## config.mk

```make
export PLATFORM = sky130hd
export DESIGN_NAME = swm_ctrl
export DESIGN_NICKNAME = d
export VERILOG_FILES = /design/src/rtl/sliding_window_median_top_assert.svh /design/src/rtl/swm_pkg.sv /design/src/rtl/swm_ctrl.sv
export SDC_FILE = /design/constraint.sdc
export NUM_CORES = 1
export LEC_CHECK = 0
export BUFFER_PORTS_ARGS = -buffer_cell sky130_fd_sc_hd__buf_2
export CAP_MARGIN = 15
export CORE_AREA = 2 2 39 41
export DETAILED_ROUTE_END_ITERATION = 7
export DIE_AREA = 0 0 41 43
export PLACE_DENSITY_LB_ADDON = 0.15
export SKIP_LAST_GASP = 1
export SLEW_MARGIN = 40
export SYNTH_ARGS = -nofsm -noshare
export SYNTH_HDL_FRONTEND = slang
export SYNTH_SLANG_ARGS = --single-unit
```

## constraint.sdc

```tcl
create_clock -name clock -period 1.1 [get_ports clock]
set_input_delay 0.22 -clock clock [delete_from_list [all_inputs] [get_ports clock]]
set_output_delay 0.22 -clock clock [all_outputs]
set_load 0.05 [all_outputs]
```

## src/rtl/sliding_window_median_top_assert.svh

```systemverilog
// Assertion macros used by the sliding window median datapath.
`ifndef SLIDING_WINDOW_MEDIAN_TOP_ASSERT_SVH
`define SLIDING_WINDOW_MEDIAN_TOP_ASSERT_SVH
`ifndef NO_ASSERTIONS
// Concurrent check on the rising clock edge, ignored while reset is high.
`define SWM_ASSERT(label, prop, msg) \
   label: assert property (@(posedge clock) disable iff (reset) prop) else $error(msg);
// Condition that must never be true outside reset.
`define SWM_ASSERT_NEVER(label, cond, msg) \
   label: assert property (@(posedge clock) disable iff (reset) !(cond)) else $error(msg);
`else
`define SWM_ASSERT(label, prop, msg)
`define SWM_ASSERT_NEVER(label, cond, msg)
`endif
`endif

```

## src/rtl/swm_pkg.sv

```systemverilog
// Types and constants shared by the sliding window median modules.
package swm_pkg;

   localparam int SAMPLE_W = 32;
   localparam int CFG_W    = 7;

   localparam logic [CFG_W-1:0] WINDOW_RESET = 7'd3;

   typedef enum logic [1:0] {
      ST_IDLE   = 2'b01,
      ST_UPDATE = 2'b10
   } ctrl_state_type;

   typedef struct packed {
      logic load_sample;
      logic do_update;
      logic cfg_write;
   } cmd_type;

   typedef struct packed {
      logic emit;
      logic out_full;
   } status_type;

endpackage

```

## src/rtl/swm_ctrl.sv

```systemverilog
// Controller state machine: sequences sample capture and the sorted-row update.
module swm_ctrl import swm_pkg::*; (
   input  logic       clock,
   input  logic       reset,
   input  logic       req_valid,
   output logic       req_ready,
   input  logic       rsp_ready,
   input  logic       csr_valid,
   output logic       csr_ready,
   input  status_type status,
   output cmd_type    cmd
);

   ctrl_state_type state_ff;
   ctrl_state_type state_in;
   logic           stall;

   // An update that produces a result waits while the previous one is still unclaimed.
   assign stall = status.emit && status.out_full && !rsp_ready;

   always_comb begin
      state_in        = state_ff;
      req_ready       = 1'b0;
      cmd.load_sample = 1'b0;
      cmd.do_update   = 1'b0;
      cmd.cfg_write   = csr_valid;
      unique case (state_ff)
         ST_IDLE: begin
            req_ready = 1'b1;
            if (req_valid) begin
               cmd.load_sample = 1'b1;
               state_in        = ST_UPDATE;
            end
         end
         ST_UPDATE: begin
            if (!stall) begin
               cmd.do_update = 1'b1;
               state_in      = ST_IDLE;
            end
         end
         default: begin
            state_in = ST_IDLE;
         end
      endcase
   end

   assign csr_ready = 1'b1;

   always_ff @(posedge clock) begin
      if (reset) begin
         state_ff <= ST_IDLE;
      end else begin
         state_ff <= state_in;
      end
   end

endmodule

```

==> impl_metrics.json, run 1 <==
{
  "instances_no_fill": 39,
  "htreeDepth": 1,
  "top_regs": "state_ff (2)",
  "initial_core_util_pct": 8.95,
  "critPathMaxFanout": 2,
  "vias_per_cell": 3.23,
  "ys_async_sr_fraction_pct": 0,
  "drv_cap": 0,
  "synth_area_leaders": "dfxtp_1 (32%), buf_4 (12%), nor3b_1 (12%)",
  "yosysSeqAreaShare_pct": 32.3,
  "root_buffer": "clkbuf_4",
  "ant_nets": 0,
  "num_rows": 14,
  "grt_max_degree": 5,
  "clkSlewWorstSetupHoldPaths_ns": 0.03,
  "maxSlewViolCount": 0,
  "placedCellCount": 36,
  "n_antenna_cell": 0,
  "synth_top_area_cell": "dfxtp_1",
  "p_leak_nw": 0.110,
  "finalHoldViolCount": 0,
  "cts_buffer_depth": 2,
  "pin_count": 12,
  "dpl.hpwl_um": 221,
  "grt_pass1_wl_um": 427,
  "skew_ns": 0.00236,
  "synthDistinctLibCells": 10,
  "place_congestion": 0.450,
  "die_y_um": 43,
  "die_w_um": 41,
  "finalCriticalPeriod_ns": 1.24,
  "setup_viol": 3,
  "rsz0062_at_grt": "yes",
  "grt_pass1_vias": 115,
  "drive_gt1_share_pct": 73.9,
  "end_kind": "output port",
  "synth_flop_cell": "dfxtp_1",
  "syn_area_um2": 124,
  "largest_register_ff_count": 2,
  "violations": "setup timing",
  "wirelength_um": 283,
  "cts_buffers": 3,
  "fin_util_pct": 16.6,
  "synthesis.nets": 20,
  "critical-path-slowest-cell": "dfxtp_1",
  "clock_latency_ns": 0.22,
  "grt_overflow": 0,
  "core_um2": 1380,
  "cts_hold_buffers": 0,
  "syn_to_final_growth_pct": 85.9,
  "dr.pass1.iters": 1,
  "min_period_over_period_pct": 113,
  "fillers": 159,
  "synth-warning-count": 0,
  "syn_avg_cell_area_um2": 9.53,
  "synth_commonest_cells": "buf_4 (2), dfxtp_1 (2), nor3b_1 (2)",
  "drt_iter0_drc": 0,
  "antenna_found_initial": 0,
  "crit_arrival_ns": 1.02,
  "path_class": "reg -> out",
  "clkSinkCount": 2,
  "die-area_um2": 1760,
  "worstSetupStartpointType": "register",
  "required_ns": 0.88,
  "status": "complete, but fails checks",
  "synth_edf_count": 0,
  "power_density_nw_per_um2": 1450,
  "hold_path_class": "in -> reg",
  "netlist_instances": 13,
  "crit_path_cell_trace": "and2b_4 > and2_4 > buf_8",
  "crit_path_max_incr_delay_ns": 0.29,
  "wire_per_inst_um": 7.26,
  "critical_path_buf_inv_count": 1,
  "max_freq_ghz": 0.805,
  "worst_slack_ns": -0.142,
  "tritoncts": "built",
  "vias": 126,
  "grt_util_all_layers_pct": 4.91,
  "synth_top_area_share_pct": 32.3,
  "synth_seq_cells": 2,
  "final_nets": 32,
  "remaining_drc_errors": 0,
  "regMostFlops": "state_ff",
  "ir_drop_v": 0.000316,
  "portBuffers": 8,
  "path_delay_family": "simple AND/OR/NAND/NOR gates",
  "cts_setup_buffers": 0
}
routing by layer:
layer | share of wire [%] | global-route usage (%)
met5 | 0 | 0
met4 | 2.8 | 6.00
met1 | 49 | 4.15
met2 | 33 | 3.75
met3 | 15 | 7.85
cell families (layout without fill, tap and decap cells):
family	after synthesis	after routing	synth area share (%)
compound gates	2	2	10.1
buf+inv	2	12	12.1
flops	2	2	32.3
simple gates	6	6	42.4
other cells	1	1	3.03
worst reg2reg max path: cells and delay by family, from the launching register on:
family | cells | cell delay, ns
flip-flops | 1 | 0.31
buffers and inverters | 1 | 0.11
AO/OA/AOI/OAI | 1 | 0.15
AND/OR/NAND/NOR | 1 | 0.22
power breakdown:
group	internal [W]	total [W]	switching, W
Sequential	0.0000785	0.0000827	0.00000421
Clock	0.000120	0.000162	0.0000421
Combinational	0.0000395	0.0000895	0.0000500
timing repair:
action                     4_1_cts  5_1_grt
setup endpoints to repair        3        3
gates resized for setup          5        0
pin swaps                        0        0
final cells by class:
| cell class | instances | area (um2) | area share (%) |
|---|---|---|---|
| Timing Repair Buffer | 9 | 63.8 | 27.7 |
| Clock buffer | 3 | 22.5 | 9.78 |
| Tap cell | 16 | 20.0 | 8.70 |
| Sequential cell | 2 | 41.3 | 17.9 |
| Multi-Input combinational cell | 9 | 82.6 | 35.9 |
final timing paths:
check                endpoint  cells after the start  slack, ns        start
hold / removal    state_ff[0]                      3       0.30        reset
setup / recovery       cmd[2]                      3      -0.14  state_ff[1]
setup reg to reg  state_ff[1]                      3       0.21  state_ff[1]
hold reg to reg   state_ff[0]                      2       0.59  state_ff[0]
cells in the final DEF (no fill, tap or decap), drive strengths merged:
cell type,Yosys,routed
and3b,1,1
and2,1,1
a21oi,1,1
buf,2,9
dfxtp,2,2
and2b,1,1
a21o,1,1
clkbuf,0,3
conb,1,1
and4bb,1,1
nor3b,2,2
metrics by stage:
step | setup TNS [ns] | worst slack (ns) | instance area (um2) | hold slack [ns] | power [W]
3_3_place_gp | -0.100 | -0.0924 | 191 | 0.440 | 0.000164
3_5_place_dp | -0.120 | -0.114 | 191 | 0.440 | 0.000165
2_1_floorplan | -0.0682 | -0.0369 | 139 | 0.407 | 0.000157
6_report | -0.387 | -0.142 | 230 | 0.296 | 0.000335
4_1_cts | -0.449 | -0.160 | 230 | 0.293 | 0.000350
5_1_grt | -0.536 | -0.195 | 230 | 0.313 | 0.000361
(Power assumes the default switching activity.)
==> run 2: changes to the inputs <==
--- a/config.mk
+++ b/config.mk
@@ -5,6 +5,7 @@
 export SDC_FILE = /design/constraint.sdc
 export NUM_CORES = 1
 export LEC_CHECK = 0
+export ABC_AREA = 1
 export BUFFER_PORTS_ARGS = -buffer_cell sky130_fd_sc_hd__buf_2
 export CAP_MARGIN = 15
 export CORE_AREA = 2 2 39 41
==> constraint.sdc (replaced) <==
create_clock -name clock -period 1.49 [get_ports clock]
set_input_delay 0.298 -clock clock [delete_from_list [all_inputs] [get_ports clock]]
set_output_delay 0.298 -clock clock [all_outputs]
set_load 0.05 [all_outputs]
==> impl_metrics.json, run 2 <==
{
  "drt_iter0_drc": 0,
  "wl_met2_um": 89,
  "synth_commonest_cells": "nand2_1 (4), inv_1 (3), buf_4 (2), dfxtp_1 (2), nor2_1 (2)",
  "syn_to_final_growth_pct": 56.9,
  "cts_hold_buffers": 0,
  "top_layer_used": "met4",
  "hold_path_class": "in -> reg",
  "required_ns": 1.19,
  "grt_overflow": 0,
  "status": "finished clean",
  "post-synth-top-count-cell": "nand2_1",
  "wl_met3_um": 46,
  "synth_seq_cells": 2,
  "r2r_start": "state_ff[1]",
  "crit_arrival_ns": 1.10,
  "path_class": "reg -> out",
  "worstSetupStartpointType": "register",
  "crit_start": "state_ff[0]",
  "place_congestion": 0.588,
  "r2r_setup_slack_ns": 0.67,
  "setup_tns_ns": 0,
  "fin_util_pct": 14.5,
  "die_w_um": 41,
  "cts_setup_buffers": 0,
  "core_um2": 1380,
  "wirelength_um": 264,
  "pin_count": 12,
  "synth_xor_area_share_pct": 0,
  "num_rows": 14,
  "synthDistinctLibCells": 11,
  "synth_area_leaders": "dfxtp_1 (31%), buf_4 (12%), nand2_1 (12%)",
  "max_freq_ghz": 0.714,
  "setup_viol": 0,
  "vias": 126,
  "synth_top_area_share_pct": 31.4,
  "dr.pass1.iters": 1,
  "initial_core_util_pct": 9.22,
  "cts_buffers": 3,
  "rr_endpoint": "state_ff[0]",
  "die-area_um2": 1760,
  "synthMuxAreaShare_pct": 0,
  "grt_util_all_layers_pct": 4.51,
  "p_sw_share_pct": 31.8,
  "clock_latency_ns": 0.23,
  "critPathMaxFanout": 3,
  "end_kind": "output port",
  "top_regs": "state_ff (2)",
  "synthesis.nets": 26,
  "drv_cap": 0,
  "netlist_instances": 19,
  "whs_path_depth": 2,
  "ctsResizeCount": 0,
  "tritoncts": "built",
  "synth_top_area_cell": "dfxtp_1",
  "pwr-share-clk_pct": 51.0,
  "synthAdderAreaFrac_pct": 0,
  "fillers": 166,
  "drive_gt1_share_pct": 57.1,
  "finalHoldViolCount": 0,
  "layout_commonest_cell": "buf_2",
  "grt_pass1_wl_um": 427,
  "synth_flop_cell": "dfxtp_1",
  "largest_register_ff_count": 2,
  "power_density_nw_per_um2": 1180,
  "synth-warning-count": 0,
  "htreeDepth": 1,
  "min_period_over_period_pct": 94.0,
  "die_y_um": 43,
  "worst_hold_startpoint": "reset",
  "ant_nets": 0,
  "final_nets": 37,
  "synth_top_family_by_area": "simple AND/OR/NAND/NOR gates",
  "skew_ns": 0.000834,
  "root_buffer": "clkbuf_4",
  "grt_pass1_vias": 132,
  "synth_compound_area_share_pct": 6.86,
  "rsz0062_at_grt": "no",
  "ff2ff_path_depth": 5,
  "wire_per_inst_um": 6.00,
  "syn_area_um2": 128,
  "n_antenna_cell": 0,
  "met1_length_um": 111,
  "mostFrequentLayoutCells": "buf_2 (8), nand2_1 (4), inv_1 (3), clkbuf_4 (3)",
  "antenna_found_initial": 0,
  "clkSlewWorstSetupHoldPaths_ns": 0.03,
  "p_leak_nw": 0.109,
  "p_sw_w": 0.0000754,
  "synth-simple-area-share_pct": 35.3,
  "internal-power_w": 0.000162,
  "seqPwrFrac_pct": 25.7,
  "syn_avg_cell_area_um2": 6.72,
  "ys_async_sr_fraction_pct": 0,
  "grt_max_degree": 4,
  "maxSlewViolCount": 0,
  "regMostFlops": "state_ff",
  "finalCriticalPeriod_ns": 1.40,
  "cts_buffer_depth": 2,
  "combPwrFrac_pct": 23.2,
  "synth_edf_count": 0,
  "remaining_drc_errors": 0,
  "portBuffers": 8,
  "yosysSeqAreaShare_pct": 31.4,
  "ir_drop_v": 0.000202,
  "clkSinkCount": 2,
  "hold_end": "state_ff[1]",
  "vias_per_cell": 2.86
}
## run 2: cell types whose count changed after synthesis, moves of 2 or more
cell	before	now
inv_1	0	3
nor3b_1	2	0
nor2_1	0	2
nand2_1	0	4
## run 2: critical path, cell delays in order, from the launching register on
cell     delay [ns]
dfxtp_1        0.37
inv_2          0.06
nor2_4         0.08
nand2_2        0.07
inv_1          0.05
buf_2          0.25
## run 2: power groups by stage
stage	clock, W	combinational (W)	sequential [W]
2_1_floorplan	0	0.0000511	0.0000613
3_3_place_gp	0	0.0000551	0.0000618
3_5_place_dp	0	0.0000556	0.0000618
4_1_cts	0.000130	0.0000558	0.0000611
5_1_grt	0.000129	0.0000593	0.0000615
6_report	0.000121	0.0000551	0.0000611
## run 2: worst max path at each step
stage	endpoint	slack, ns	cells past startpoint
3_3_place_gp	cmd[2]	0.32	5
5_1_grt	cmd[2]	0.03	5
3_5_place_dp	cmd[2]	0.32	5
6_report	cmd[2]	0.09	5
2_1_floorplan	cmd[2]	0.07	4
4_1_cts	cmd[2]	0.07	5
## run 2: cells by family (layout without fill, tap and decap cells)
logic type             count (synthesis)  in the layout
buffers and inverters                  6             15
other                                  1              1
AND/OR/NAND/NOR                        9              9
AO/OA/AOI/OAI                          1              1
flip-flops                             2              2
## run 2: final cells by class
cell class / instances / area, um2 / area share [%]
multi-input cells: 11 / 62.6 / 31.3
flip-flops and latches: 2 / 40.0 / 20.0
repair buffers: 8 / 40.0 / 20.0
clock buffers: 3 / 22.5 / 11.2
well taps: 16 / 20.0 / 10.0
inverters: 4 / 15.0 / 7.50
## run 2: layer usage
layer	vias up	GRT usage (%)
met2	11	4.38
met1	44	3.83
met3	2	1.57
met5	-	0
li1	69	-
met4	0	10.7
## run 2: stage by stage
step                hold slack [ns]  power [W]  cells  setup slack (ns)  cell area [um2]
detailed placement            0.475   0.000117     41             0.320              178
global placement              0.474   0.000117     41             0.316              178
floorplan                     0.360   0.000112     19            0.0652              133
finish                        0.244   0.000237     44            0.0895              200
CTS                           0.235   0.000247     44            0.0707              200
global route                  0.244   0.000250     44            0.0267              200
==> run 3: changes to the inputs <==
--- a/config.mk
+++ b/config.mk
@@ -11,7 +11,6 @@
 export CORE_AREA = 2 2 39 41
 export DETAILED_ROUTE_END_ITERATION = 7
 export DIE_AREA = 0 0 41 43
-export PLACE_DENSITY_LB_ADDON = 0.15
 export SKIP_LAST_GASP = 1
 export SLEW_MARGIN = 40
 export SYNTH_ARGS = -nofsm -noshare
==> impl_metrics.json, run 3 (synthesis results as in run 2) <==
{
  "initial_core_util_pct": 9.22,
  "critPathMaxFanout": 3,
  "wire_per_inst_um": 5.89,
  "antenna_found_initial": 0,
  "setup_tns_ns": 0,
  "total_power_w": 0.000235,
  "hold_path_class": "in -> reg",
  "drt_iter0_drc": 0,
  "cts_setup_buffers": 0,
  "pin_count": 12,
  "power_density_nw_per_um2": 1160,
  "grt_util_all_layers_pct": 4.71,
  "portBuffers": 8,
  "rsz0062_at_grt": "no",
  "combPwrFrac_pct": 23.8,
  "skew_ns": 0.00101,
  "clkSlewWorstSetupHoldPaths_ns": 0.03,
  "die_y_um": 43,
  "p_sw_share_pct": 30.9,
  "p_sw_w": 0.0000727,
  "die_w_um": 41,
  "cts_buffer_depth": 2,
  "mostFrequentLayoutCells": "buf_2 (7), nand2_1 (4), clkbuf_4 (4), inv_1 (3)",
  "grt_max_degree": 4,
  "grt_pass1_vias": 95,
  "cts_buffers": 3,
  "setup_viol": 0,
  "htreeDepth": 1,
  "clkSinkCount": 2,
  "grt_pass1_wl_um": 372,
  "worstSetupStartpointType": "register",
  "top_regs": "state_ff (2)",
  "pwr-share-clk_pct": 50.3,
  "grt_overflow": 0,
  "drv_cap": 0,
  "wirelength_um": 259,
  "remaining_drc_errors": 0,
  "r2r_setup_slack_ns": 0.66,
  "dpl.hpwl_um": 201,
  "path_class": "reg -> out",
  "maxSlewViolCount": 0,
  "finalHoldViolCount": 0,
  "die-area_um2": 1760,
  "critical-path-slowest-cell": "dfxtp_1",
  "ir_drop_v": 0.000203,
  "p_leak_nw": 0.109,
  "root_buffer": "clkbuf_4",
  "regMostFlops": "state_ff",
  "crit_path_max_incr_delay_ns": 0.36,
  "vias": 131,
  "crit_path_cell_trace": "inv_2 > nor2_4 > nand2_2 > inv_1 > clkbuf_4",
  "end_kind": "output port",
  "n_antenna_cell": 0,
  "num_rows": 14,
  "vias_per_cell": 2.98,
  "clock_latency_ns": 0.22,
  "largest_register_ff_count": 2,
  "syn_to_final_growth_pct": 58.8,
  "dr.pass1.iters": 1,
  "tritoncts": "built",
  "final_nets": 37,
  "status": "finished clean",
  "fillers": 168,
  "layout_commonest_cell": "buf_2",
  "max_freq_ghz": 0.729,
  "required_ns": 1.19,
  "internal-power_w": 0.000163,
  "finalCriticalPeriod_ns": 1.37,
  "place_congestion": 0.632,
  "min_period_over_period_pct": 92.1,
  "ant_nets": 0,
  "seqPwrFrac_pct": 25.9,
  "core_um2": 1380,
  "drive_gt1_share_pct": 57.1,
  "crit_arrival_ns": 1.07
}
-- run 3: critical path, delay by kind of cell (launching register included) --
| family | cells | cell delay, ns |
|---|---|---|
| AND/OR/NAND/NOR | 2 | 0.16 |
| flip-flops | 1 | 0.36 |
| buffers and inverters | 3 | 0.32 |
-- run 3: worst paths after layout --
path,endpoint,depth (start not counted),startpoint
min reg2reg,state_ff[1],3,state_ff[1]
min,state_ff[1],2,reset
max reg2reg,state_ff[0],5,state_ff[1]
max,cmd[2],5,state_ff[0]
-- run 3: final cells by class --
type	count	area, um2	share of cell area (%)
Clock buffer	3	22.5	11.1
Tap cell	16	20.0	9.88
Inverter	4	15.0	7.41
Multi-Input combinational cell	11	62.6	30.9
Sequential cell	2	40.0	19.8
Timing Repair Buffer	8	42.5	21.0
-- run 3: layer usage --
metal / wire, um / GRT usage [%] / share of wire [%]
met1: 105 / 3.19 / 41
met2: 99 / 3.13 / 38
met3: 47 / 7.85 / 18
met4: 7 / 8.00 / 2.7
met5: 0 / 0 / 0
-- run 3: timing repair --
item                       4_1_cts  5_1_grt
hold buffers                     0        0
resized for setup                0        1
setup endpoints to repair        0        1
-- run 3: through the flow --
stage	area, um2	setup slack [ns]	instances	util [%]	hold slack (ns)
2_1_floorplan	133	0.0652	19	-	0.360
3_3_place_gp	178	0.322	41	12.8	0.475
3_5_place_dp	178	0.317	41	12.8	0.477
4_1_cts	200	0.0744	44	14.5	0.240
5_1_grt	203	0.0178	44	14.6	0.234
6_report	203	0.118	44	14.6	0.250
-- run 3: power by group through the flow --
| stage | logic, W | registers, W | clock network, W |
|---|---|---|---|
| after floorplan | 0.0000511 | 0.0000613 | 0 |
| after global placement | 0.0000550 | 0.0000615 | 0 |
| after detailed placement | 0.0000553 | 0.0000616 | 0 |
| after CTS | 0.0000553 | 0.0000609 | 0.000127 |
| after global routing | 0.0000602 | 0.0000615 | 0.000142 |
| final | 0.0000560 | 0.0000610 | 0.000119 |
